--- src/rtl/llq_pkg.sv ---
// ----------------------------------------------------------------------------
// llq_pkg
// Shared types and constants of the linked list queue manager: transfer
// structs of both channels, operation and status codes, sequencer states.
// ----------------------------------------------------------------------------
`timescale 1ns / 1ps

package llq_pkg;

  // Default geometry
  localparam int unsigned SlotsDefault     = 64;
  localparam int unsigned DataWidthDefault = 32;

  // Operation codes
  typedef enum logic [1:0] {
    KIND_PUSH_BACK  = 2'd0,
    KIND_PUSH_FRONT = 2'd1,
    KIND_POP_FRONT  = 2'd2,
    KIND_REMOVE     = 2'd3
  } kind_e;

  // Result status codes
  typedef enum logic [1:0] {
    ST_OK        = 2'd0,
    ST_FULL      = 2'd1,
    ST_EMPTY     = 2'd2,
    ST_NOT_FOUND = 2'd3
  } status_e;

  // Sequencer states
  typedef enum logic [2:0] {
    S_IDLE,
    S_DECODE,
    S_PUSH_LINK,
    S_POP_WAIT,
    S_WALK,
    S_UNLINK,
    S_FRONT_RD,
    S_RESULT
  } state_e;

  // Input transfer
  typedef struct packed {
    kind_e       kind;
    logic [31:0] item_data;
    logic [5:0]  item_handle;
  } in_item_t;

  // Result transfer
  typedef struct packed {
    status_e     status;
    logic [5:0]  slot_handle;
    logic [31:0] front_data;
    logic [5:0]  front_handle;
    logic [6:0]  item_count;
    logic        is_empty;
  } out_item_t;

endpackage

--- src/rtl/llq_ram.sv ---
// ----------------------------------------------------------------------------
// llq_ram
// Simple dual port synchronous RAM: one write port, one registered read
// port. Read data holds while the read enable is low.
// ----------------------------------------------------------------------------
`timescale 1ns / 1ps

module llq_ram #(
  parameter int unsigned Width = 32,
  parameter int unsigned Depth = 64
) (
  input  logic                     clk_i,
  input  logic                     we_i,
  input  logic [$clog2(Depth)-1:0] waddr_i,
  input  logic [Width-1:0]         wdata_i,
  input  logic                     re_i,
  input  logic [$clog2(Depth)-1:0] raddr_i,
  output logic [Width-1:0]         rdata_o
);

  logic [Width-1:0] mem [Depth];
  logic [Width-1:0] rdata_q;

  // Write port
  always_ff @(posedge clk_i) begin
    if (we_i) begin
      mem[waddr_i] <= wdata_i;
    end
  end

  // Registered read port
  always_ff @(posedge clk_i) begin
    if (re_i) begin
      rdata_q <= mem[raddr_i];
    end
  end

  assign rdata_o = rdata_q;

endmodule

--- src/rtl/linked_list_queue_manager.sv ---
// ----------------------------------------------------------------------------
// linked_list_queue_manager
// Singly linked queue over a fixed pool of slots, payloads and links kept
// in synchronous RAMs, with a per-slot used bitmap in flops.
// ----------------------------------------------------------------------------
// Usage:
//   Input channel (in_valid_i / in_stall_o / in_item_i) carries one
//   operation: push back, push front, pop front or remove by handle.
//   Output channel (out_valid_o / out_stall_i / out_item_o) returns one
//   result per operation: status, slot handle, head payload and handle,
//   element count and empty flag.
//   Steps from input transfer to result: a rejected operation, push front
//   or push into an empty queue go through decode, payload read and result;
//   push back adds a link write of the new slot, pop and remove of the head
//   add a step that advances the head, and remove of any other element adds
//   a walk from the head, one link read per cycle, and an unlink step. The
//   link and payload RAMs have registered read ports: data of a read comes in the cycle after it.
//   One operation is in flight at a time; the next is taken as soon as the
//   result sits in the output register.
//   Reset clears the used bitmap, head, tail and count; the RAMs need no
//   clearing pass, the block is ready as soon as reset is released.
//   While the receiver stalls, the result is held, and the sequencer waits
//   in its final step once a second result is ready.
// ----------------------------------------------------------------------------
`timescale 1ns / 1ps

module linked_list_queue_manager #(
  parameter int unsigned SLOTS      = llq_pkg::SlotsDefault,
  parameter int unsigned DATA_WIDTH = llq_pkg::DataWidthDefault
) (
  input  logic              clk_i,
  input  logic              rst_ni,
  input  logic              in_valid_i,
  output logic              in_stall_o,
  input  llq_pkg::in_item_t in_item_i,
  output logic              out_valid_o,
  input  logic              out_stall_i,
  output llq_pkg::out_item_t out_item_o
);

  import llq_pkg::*;

  localparam int unsigned IDX_W = $clog2(SLOTS);
  localparam int unsigned CNT_W = $clog2(SLOTS + 1);

  // State registers
  state_e              state_q, state_d;
  in_item_t            op_q, op_d;
  logic [IDX_W-1:0]    head_q, head_d;
  logic [IDX_W-1:0]    tail_q, tail_d;
  logic [CNT_W-1:0]    count_q, count_d;
  logic [SLOTS-1:0]    used_q, used_d;
  logic [IDX_W-1:0]    free_slot_q, free_slot_d;
  logic [IDX_W-1:0]    slot_q, slot_d;
  status_e             status_q, status_d;
  logic [IDX_W-1:0]    prev_q, prev_d;
  logic [CNT_W-1:0]    steps_q, steps_d;
  logic                out_valid_q, out_valid_d;
  out_item_t           out_item_q, out_item_d;

  // RAM ports
  logic                  nl_we, nl_re, pl_we, pl_re;
  logic [IDX_W-1:0]      nl_waddr, nl_raddr, pl_waddr, pl_raddr;
  logic [IDX_W-1:0]      nl_wdata, nl_rdata;
  logic [DATA_WIDTH-1:0] pl_wdata, pl_rdata;

  // Derived operand views
  logic [IDX_W+5:0]      handle_pad;
  logic [IDX_W-1:0]      handle_ix;
  logic                  handle_ok;
  logic                  handle_used;
  logic [DATA_WIDTH+31:0] data_in_pad;
  logic [DATA_WIDTH+31:0] data_out_pad;
  logic [IDX_W+5:0]      slot_pad, head_pad;
  logic [CNT_W+6:0]      count_pad;
  logic [CNT_W-1:0]      steps_inc;

  assign handle_pad   = {{IDX_W{1'b0}}, op_q.item_handle};
  assign handle_ix    = handle_pad[IDX_W-1:0];
  assign handle_ok    = ({26'd0, op_q.item_handle} < 32'(SLOTS));
  assign handle_used  = handle_ok && used_q[handle_ix];
  assign data_in_pad  = {{DATA_WIDTH{1'b0}}, op_q.item_data};
  assign data_out_pad = {32'd0, pl_rdata};
  assign slot_pad     = {6'd0, slot_q};
  assign head_pad     = {6'd0, head_q};
  assign count_pad    = {7'd0, count_q};
  assign steps_inc    = steps_q + CNT_W'(1);

  // Payload and link stores
  llq_ram #(
    .Width (DATA_WIDTH),
    .Depth (SLOTS)
  ) u_payload_ram (
    .clk_i   (clk_i),
    .we_i    (pl_we),
    .waddr_i (pl_waddr),
    .wdata_i (pl_wdata),
    .re_i    (pl_re),
    .raddr_i (pl_raddr),
    .rdata_o (pl_rdata)
  );

  llq_ram #(
    .Width (IDX_W),
    .Depth (SLOTS)
  ) u_link_ram (
    .clk_i   (clk_i),
    .we_i    (nl_we),
    .waddr_i (nl_waddr),
    .wdata_i (nl_wdata),
    .re_i    (nl_re),
    .raddr_i (nl_raddr),
    .rdata_o (nl_rdata)
  );

  // Lowest free slot, registered; settled long before the next decode
  always_comb begin
    free_slot_d = '0;
    for (int i = SLOTS - 1; i >= 0; i--) begin
      if (!used_q[i]) begin
        free_slot_d = IDX_W'(i);
      end
    end
  end

  // Sequencer: next state, bookkeeping and RAM accesses
  always_comb begin
    state_d     = state_q;
    op_d        = op_q;
    head_d      = head_q;
    tail_d      = tail_q;
    count_d     = count_q;
    used_d      = used_q;
    slot_d      = slot_q;
    status_d    = status_q;
    prev_d      = prev_q;
    steps_d     = steps_q;
    out_item_d  = out_item_q;
    out_valid_d = out_valid_q & out_stall_i;
    nl_we       = 1'b0;
    nl_waddr    = '0;
    nl_wdata    = '0;
    nl_re       = 1'b0;
    nl_raddr    = '0;
    pl_we       = 1'b0;
    pl_waddr    = '0;
    pl_wdata    = data_in_pad[DATA_WIDTH-1:0];
    pl_re       = 1'b0;
    pl_raddr    = head_q;
    in_stall_o  = (state_q != S_IDLE);

    unique case (state_q)
      S_IDLE: begin
        if (in_valid_i) begin
          op_d    = in_item_i;
          state_d = S_DECODE;
        end
      end

      S_DECODE: begin
        status_d = ST_OK;
        slot_d   = '0;
        state_d  = S_FRONT_RD;
        unique case (op_q.kind)
          KIND_PUSH_BACK, KIND_PUSH_FRONT: begin
            if (count_q == CNT_W'(SLOTS)) begin
              status_d = ST_FULL;
            end else begin
              slot_d              = free_slot_q;
              used_d[free_slot_q] = 1'b1;
              count_d             = count_q + CNT_W'(1);
              pl_we               = 1'b1;
              pl_waddr            = free_slot_q;
              nl_we               = 1'b1;
              priority if (count_q == '0) begin
                // first element: head and tail both
                nl_waddr = free_slot_q;
                nl_wdata = '0;
                head_d   = free_slot_q;
                tail_d   = free_slot_q;
              end else if (op_q.kind == KIND_PUSH_BACK) begin
                // old tail links to new slot; new slot's link next cycle
                nl_waddr = tail_q;
                nl_wdata = free_slot_q;
                tail_d   = free_slot_q;
                state_d  = S_PUSH_LINK;
              end else begin
                nl_waddr = free_slot_q;
                nl_wdata = head_q;
                head_d   = free_slot_q;
              end
            end
          end

          KIND_POP_FRONT: begin
            if (count_q == '0) begin
              status_d = ST_EMPTY;
            end else begin
              slot_d   = head_q;
              nl_re    = 1'b1;
              nl_raddr = head_q;
              state_d  = S_POP_WAIT;
            end
          end

          KIND_REMOVE: begin
            priority if (!handle_used || count_q == '0) begin
              status_d = ST_NOT_FOUND;
            end else if (handle_ix == head_q) begin
              slot_d   = head_q;
              nl_re    = 1'b1;
              nl_raddr = head_q;
              state_d  = S_POP_WAIT;
            end else if (count_q > CNT_W'(1)) begin
              // walk from the head, one link read per cycle
              prev_d   = head_q;
              steps_d  = CNT_W'(1);
              nl_re    = 1'b1;
              nl_raddr = head_q;
              state_d  = S_WALK;
            end else begin
              status_d = ST_NOT_FOUND;
            end
          end

          default: begin
            status_d = ST_NOT_FOUND;
          end
        endcase
      end

      S_PUSH_LINK: begin
        nl_we    = 1'b1;
        nl_waddr = slot_q;
        nl_wdata = '0;
        state_d  = S_FRONT_RD;
      end

      S_POP_WAIT: begin
        // head advances to the link of the freed slot
        used_d[slot_q] = 1'b0;
        count_d        = count_q - CNT_W'(1);
        if (count_q == CNT_W'(1)) begin
          head_d = '0;
          tail_d = '0;
        end else begin
          head_d = nl_rdata;
        end
        state_d = S_FRONT_RD;
      end

      S_WALK: begin
        priority if (nl_rdata == handle_ix) begin
          slot_d   = handle_ix;
          nl_re    = 1'b1;
          nl_raddr = handle_ix;
          state_d  = S_UNLINK;
        end else if (steps_inc < count_q) begin
          prev_d   = nl_rdata;
          steps_d  = steps_inc;
          nl_re    = 1'b1;
          nl_raddr = nl_rdata;
        end else begin
          status_d = ST_NOT_FOUND;
          state_d  = S_FRONT_RD;
        end
      end

      S_UNLINK: begin
        // predecessor takes over the removed slot's link
        nl_we          = 1'b1;
        nl_waddr       = prev_q;
        nl_wdata       = nl_rdata;
        used_d[slot_q] = 1'b0;
        count_d        = count_q - CNT_W'(1);
        if (count_q == CNT_W'(1)) begin
          head_d = '0;
          tail_d = '0;
        end else if (slot_q == tail_q) begin
          tail_d = prev_q;
        end
        state_d = S_FRONT_RD;
      end

      S_FRONT_RD: begin
        pl_re   = 1'b1;
        state_d = S_RESULT;
      end

      S_RESULT: begin
        // load the output register once it is free or draining
        if (!out_valid_q || !out_stall_i) begin
          out_item_d.status      = status_q;
          out_item_d.slot_handle = slot_pad[5:0];
          out_item_d.item_count  = count_pad[6:0];
          if (count_q == '0) begin
            out_item_d.front_data   = '0;
            out_item_d.front_handle = '0;
            out_item_d.is_empty     = 1'b1;
          end else begin
            out_item_d.front_data   = data_out_pad[31:0];
            out_item_d.front_handle = head_pad[5:0];
            out_item_d.is_empty     = 1'b0;
          end
          out_valid_d = 1'b1;
          state_d     = S_IDLE;
        end
      end

      default: begin
        state_d = S_IDLE;
      end
    endcase
  end

  // Control registers
  always_ff @(posedge clk_i or negedge rst_ni) begin
    if (!rst_ni) begin
      state_q     <= S_IDLE;
      head_q      <= '0;
      tail_q      <= '0;
      count_q     <= '0;
      used_q      <= '0;
      free_slot_q <= '0;
      out_valid_q <= 1'b0;
    end else begin
      state_q     <= state_d;
      head_q      <= head_d;
      tail_q      <= tail_d;
      count_q     <= count_d;
      used_q      <= used_d;
      free_slot_q <= free_slot_d;
      out_valid_q <= out_valid_d;
    end
  end

  // Operation and result payload registers
  always_ff @(posedge clk_i) begin
    op_q       <= op_d;
    slot_q     <= slot_d;
    status_q   <= status_d;
    prev_q     <= prev_d;
    steps_q    <= steps_d;
    out_item_q <= out_item_d;
  end

  assign out_valid_o = out_valid_q;
  assign out_item_o  = out_item_q;

  // Checks
  a_count_bound: assert property (@(posedge clk_i) disable iff (!rst_ni)
    count_q <= CNT_W'(SLOTS))
    else $error("element count above slot pool size");

  a_bitmap_count: assert property (@(posedge clk_i) disable iff (!rst_ni)
    (state_q == S_IDLE) |-> ($countones(used_q) == int'(count_q)))
    else $error("used bitmap disagrees with element count");

  a_empty_ptrs: assert property (@(posedge clk_i) disable iff (!rst_ni)
    (count_q == '0) |-> (head_q == '0 && tail_q == '0))
    else $error("empty queue with non-zero head or tail");

  a_free_slot: assert property (@(posedge clk_i) disable iff (!rst_ni)
    (state_q == S_DECODE && count_q != CNT_W'(SLOTS)) |-> !used_q[free_slot_q])
    else $error("free slot pointer names a used slot");

endmodule

--- config.mk ---
export PLATFORM = sky130hd
export DESIGN_NAME = linked_list_queue_manager
export DESIGN_NICKNAME = d
export VERILOG_FILES = /design/src/rtl/llq_pkg.sv /design/src/rtl/llq_ram.sv /design/src/rtl/linked_list_queue_manager.sv
export SDC_FILE = /design/constraint.sdc
export NUM_CORES = 2
export LEC_CHECK = 0
export BUFFER_PORTS_ARGS = -buffer_cell sky130_fd_sc_hd__buf_2
export CORE_MARGIN = 3
export CORE_UTILIZATION = 38
export DETAILED_ROUTE_END_ITERATION = 10
export PLACE_DENSITY = 0.65
export SYNTH_ARGS = -nofsm -noshare
export SYNTH_HDL_FRONTEND = slang
export SYNTH_HIERARCHICAL = 1
export SYNTH_SLANG_ARGS = --single-unit
--- constraint.sdc ---
create_clock -name clk_i -period 5.1 [get_ports clk_i]
set_input_delay 0.255 -clock clk_i [delete_from_list [all_inputs] [get_ports clk_i]]
set_output_delay 0.255 -clock clk_i [all_outputs]
set_load 0.03 [all_outputs]
# Word level (Yosys, flattened, before mapping)
# Memory sizes are Yosys's and may differ from the RTL's. A register that Yosys moved wholly into a read port is not among the register bits.
# Cells that the tools add are included.
# op_classes
eq_ne,33
n_addsub,3
reduce_logical,27
mux,172
magnitude_cmp,7
bitwise,4
# op_table
cell,n
2-to-1 mux 6 bit,102
2-to-1 mux 64 bit,2
one-hot mux 64 bit (2 select lines),1
one-hot mux 6 bit (3 select lines),4
bitwise AND 64 bit,1
inverter 64 bit,1
OR 64 bit,1
one-hot mux 6 bit (2 select lines),5
2-to-1 mux 7 bit,8
2-to-1 mux 3 bit,10
one-hot mux 7 bit (2 select lines),2
"!= test 2 bit, second input constant",13
"< comparator 6 x 7 -> 1 bit, second input constant",3
2-to-1 mux 1 bit,21
== test 6 bit,3
one-hot mux 3 bit (6 select lines),1
"adder 7 x 1 -> 7 bit, second input constant",2
2-to-1 mux 2 bit,7
demux 1 bit (select 6 bit),2
"== test 3 bit, second input constant",4
">= comparator 6 x 1 -> 1 bit, second input constant",2
"!= test 3 bit, second input constant",4
one-hot mux 3 bit (3 select lines),1
AND reduction 3 bit,3
other kinds (29),43
# word_totals
mem_count,2
elab_cells,268
register_bits,208
input_bits,44
out_inout_bits,56
ramBits,2432
# memory_table
memory,words,word_bits,rd,rd_ports_with_merged_regs,wr,line,rtl
u_payload_ram.mem,64,32,1,1,1,llq_ram.sv:21,logic [Width-1:0] mem [Depth];
u_link_ram.mem,64,6,1,1,1,llq_ram.sv:21,

# Longest topological paths before layout
# logic_depth
ltp_word,64
ltp_mapped,19
mapped_depth_nobuf,16

# Modules after synthesis
# Netlist, hierarchy kept.
# by_module_without_submodules
module,instances,seq_area_each_um2,cells_each,area_per_inst_um2
llq_ram (u_payload_ram),1,62459.9,3324,78835.6
llq_ram (u_link_ram),1,11711.2,729,15265.9
linked_list_queue_manager,1,5780.5,995,10495.1

# Worst setup path after synthesis
# Ideal clock, no wire load.
# synth_path
kind,flip-flop to flip-flop
startpoint,register count_q[0]
endpoint,memory u_link_ram/mem[0][1] (netlist name) (data pin)
setup_ps,702
setup_slack_ps,186
n_path_buf,1
required_time_ps,4398
t_arrival_ps,4212
path_stages_with_launch,9
cell_sequence,dfrtp_1 -> inv_1 -> ha_1 -> nand2_1 -> inv_1 -> nor3_1 -> clkbuf_1 -> nand2_1 -> o21ai_0
# synth_via
elab_chain_len,5
elab_cells_between_ends,6
# synth_rtl
element,line,rtl
start: declaration,linked_list_queue_manager.sv:51,"logic [CNT_W-1:0] count_q, count_d;"
start signal: assignment,linked_list_queue_manager.sv:330,count_q <= count_d;
zero test 7 bit,linked_list_queue_manager.sv:175,priority if (count_q == '0) begin
2-to-1 mux 6 bit,linked_list_queue_manager.sv:175,
2-to-1 mux 6 bit *,linked_list_queue_manager.sv:166,if (count_q == CNT_W'(SLOTS)) begin
2-to-1 mux 6 bit *,linked_list_queue_manager.sv:164,unique case (op_q.kind)
one-hot mux 6 bit (2 select lines) *,linked_list_queue_manager.sv:152,unique case (state_q)
net nl_wdata[1],linked_list_queue_manager.sv:64,"logic [IDX_W-1:0] nl_wdata, nl_rdata;"
end: declaration,llq_ram.sv:21,
# The timed path passes the listed nets; every way through them passes the cells marked *.

# Final worst setup path
# layout_path
startpoint,"register op_q, in the netlist handle_ix[3]"
endpoint,"register u_link_ram.rdata_q[1], in the netlist u_link_ram/rdata_o[1], read port of u_link_ram.mem (data pin)"
# layout_via
elab_chain_len,7
elab_cells_between_ends,16
# layout_rtl
element,line,rtl
start: declaration,linked_list_queue_manager.sv:48,"in_item_t op_q, op_d;"
start signal: assignment,linked_list_queue_manager.sv:339,op_q <= op_d;
binary-select mux 1 bit (select 6 bit),linked_list_queue_manager.sv:81,assign handle_used = handle_ok && used_q[handle_ix];
2-to-1 mux 1 bit (not written as such),linked_list_queue_manager.sv:81,
zero test 1 bit,linked_list_queue_manager.sv:207,priority if (!handle_used || count_q == '0) begin
logical OR 1 bit,linked_list_queue_manager.sv:207,
2-to-1 mux 6 bit,linked_list_queue_manager.sv:207,
one-hot mux 6 bit (2 select lines),linked_list_queue_manager.sv:164,
one-hot mux 6 bit (2 select lines) *,linked_list_queue_manager.sv:152,
net nl_raddr[0],linked_list_queue_manager.sv:63,"logic [IDX_W-1:0] nl_waddr, nl_raddr, pl_waddr, pl_raddr;"
end: declaration,llq_ram.sv:22,logic [Width-1:0] rdata_q;
# The timed path passes the listed nets; every way through them passes the cells marked *. The select of a mux whose other input is x is not followed.
# A chain may end at the register's enable or synchronous reset.

==> impl_metrics.tcl <==
set metrics [dict create \
    vias 52900 \
    period_share 0.956 \
    htreeDepth 5 \
    netSwitchingFraction 0.271 \
    p_sw_w 0.0153 \
    worst_slew_pin_slew_ns 1.27 \
    skew_ns 0.0822 \
    ys_types 72 \
    grt_max_degree 111 \
    power_density_mw_per_mm2 471 \
    synth-edff-count 2585 \
    ys_ff_latch 2678 \
    num_rows 191 \
    async_flop_share 0.0347 \
    outcome "completed" \
    layout-drive-gt1-share 0.259 \
    maxSlewViolCount 0 \
    pwr-share-seq 0.448 \
    syn_to_final_growth_pct 14.7 \
    pwr-share-comb 0.205 \
    drt-initial-drc-count 6772 \
    grt_pass1_wl_um 384000 \
    reg2regPathDepth 12 \
    tns_ns 0 \
    grt_pass1_vias 53600 \
    cts_tree "yes" \
    r2r_setup_slack_ns 0.22 \
    wl_per_cell_um 28.9 \
    nFillCells 22900 \
    synthCells 5048 \
    path_delay_family "compound AO/OA/AOI/OAI gates" \
    crit_chain "buf_4 -> nor2b_1 -> a221o_1 -> o31ai_1 -> o211ai_1 -> a31oi_4 -> a22o_4 -> buf_4 -> mux4_2 -> mux4_2 -> a21oi_1 -> a22oi_1" \
    ys_seq_area_frac 0.764 \
    cts.sinks 2678 \
    ys.flop_type "edfxtp_1" \
    synth_nets 5102 \
    crit_path_max_fanout 16 \
    dr.pass1.iters 8 \
    die_x_um 531 \
    drv_cap 0 \
    final-hold-violation-count 0 \
    critPathKind "reg2reg" \
    insertion_delay_ns 0.85 \
    max_stage_delay_ns 0.56 \
    p_total_w 0.0565 \
    synth_top_cell_area_share 0.742 \
    whs_ns 0.136 \
    dp_hpwl_um 155000 \
    synthTopCellsByArea "edfxtp_1 (74%), mux4_2 (14%), dfrtp_1 (2.2%)" \
    cts_buffer_depth 4 \
    fp.dieH_um 531 \
    setup_viol 0 \
    cts_root_buf "clkbuf_16" \
    grt_overflow 0 \
    hold_path_depth 2 \
    crit_slowest_cell "edfxtp_1" \
    core_mm2 0.272 \
    required_ns 5.67 \
    ios 100 \
    critPathLaunchType "register" \
    dieArea_mm2 0.282 \
    cp.arrival_ns 5.44 \
    initial_core_util 0.384 \
    end_kind "register" \
    rsz0062_at_grt "no" \
    p_int_w 0.0412 \
    finalNetCount 5481 \
    fin_crit_ns 4.88 \
    cts-buffers-inserted 278 \
    worst-path-stages 12 \
    portBuffers 99 \
    max_slew_margin 0.148 \
    netlist_area_mm2 0.105 \
    gp_congestion 0.909 \
    wl_um 266000 \
    path_clk_slew_ns 0.06 \
    yosysTopAreaCell "edfxtp_1" \
    drc 0 \
    ys_warn_count 6 \
    viasPerCell 5.75 \
    cts_resized 0 \
    crit_buf_inv 2 \
    hold_path.class "in2reg" \
    clockPowerShare 0.347 \
    power_leakage_nw 37.2 \
    clock.fmax_mhz 205 \
    vdd_ir_drop_max_v 0.000409 \
    syn_avg_cell_area_um2 20.7 \
    ant_nets 0 \
    grt_use_total 0.187 \
    antenna_found_initial 16 \
    cts_setup_buffers 0 \
]
-- layout make-up --
cell class	instances	area, um^2	share of cell area
Sequential cell	2678	80000	0.666
Multi-Input combinational cell	2059	23800	0.198
Clock buffer	334	7360	0.0613
Tap cell	3570	4470	0.0372
Timing Repair Buffer	372	2980	0.0249
Clock inverter	149	1340	0.0111
Inverter	38	143	0.00119
Antenna cell	4	10.0	0.0000834
-- cells in the final DEF, fill, tap and decap left out, drive strengths merged, types with 8 or more instances in the layout --
cell and instances:
nor2 248, or3 10, bufinv 21, nand2 160, and2 58, edfxtp 2585, nor2b 30, or2 9
o22ai 92, nand3b 14, o211ai 10, o221ai 30, a31oi 17, nand3 67, clkbuf 334, xor2 15
a311oi 10, a22oi 41, o21ai 169, a21oi 85, ha 10, dlygate4sd3 44, buf 328, nor4 8
clkinv 113, mux2i 137, nand2b 20, inv 46, nand4 25, xnor2 14, mux4 652, nor3 18
dfrtp 93, and3 15, a22o 14
-- state kept, by name, indices dropped and copies added (netlist names), 7 cells and up --
register	count
u_payload_ram/mem	2048
u_link_ram/mem	384
used_q	64
out_item_o	54
pl_wdata	32
u_payload_ram/rdata_o	32
count_q	7
steps_q	7
-- power by group through the flow --
| stage | Clock (W) | Sequential [W] | Combinational [W] |
|---|---|---|---|
| detailed placement | 0 | 0.0258 | 0.0117 |
| CTS | 0.0200 | 0.0253 | 0.0117 |
| global placement | 0 | 0.0257 | 0.0116 |
| finish | 0.0196 | 0.0253 | 0.0116 |
| global route | 0.0208 | 0.0253 | 0.0124 |
| floorplan | 0 | 0.0259 | 0.00794 |
-- through the flow --
step                      cell area [um^2]   util  cells  worst slack [ns]
after floorplan                     105000      -   5048             0.186
final                               120000  0.441   9204             0.223
after global routing                120000  0.441   9202            0.0504
after global placement              111000  0.407   8672             0.408
after CTS                           120000  0.441   9200             0.331
after detailed placement            111000  0.407   8672             0.346
-- cell families after synthesis --
group                    share of synthesized area
multiplexers                                 0.154
adder cells (fa/ha/maj)                    0.00120
AND/OR/NAND/NOR                             0.0311
flip-flops                                   0.764
XOR/XNOR                                   0.00243
buffers and inverters                       0.0139
AO/OA/AOI/OAI                               0.0327
-- what timing repair did --
action | 4_1_cts | 5_1_grt
hold endpoints to repair | 86 | 0
endpoints found under the setup margin | 0 | 0
hold buffers | 45 | 0
-- path summary, 6_finish.rpt --
kind                               startpoint               endpoint
worst max-delay path             handle_ix[3]  u_link_ram/rdata_o[1]
worst min-delay path            in_item_i[10]            pl_wdata[4]
worst max register to register   handle_ix[3]  u_link_ram/rdata_o[1]
worst min register to register    status_q[1]         out_item_o[53]
max in group asynchronous              rst_ni              head_q[1]
min in group asynchronous              rst_ni         free_slot_q[3]
-- synth_stat cells (41+ instances only) --
cell type and n:
a21oi_1 85, a22oi_1 41, and2_1 58, buf_2 77
clkbuf_1 129, dfrtp_1 93, edfxtp_1 2585, mux2i_1 137
mux4_2 651, nand2_1 160, nand3_1 67, nor2_1 248
o21ai_0 169, o22ai_1 92
-- routing by layer --
metal	wire (um)	global-route usage	share of wire
met3	22300	0.0338	0.084
met5	41	0	0.00015
met1	108000	0.262	0.40
met2	127000	0.297	0.48
met4	8620	0.0600	0.032
(Power assumes the default switching activity.)
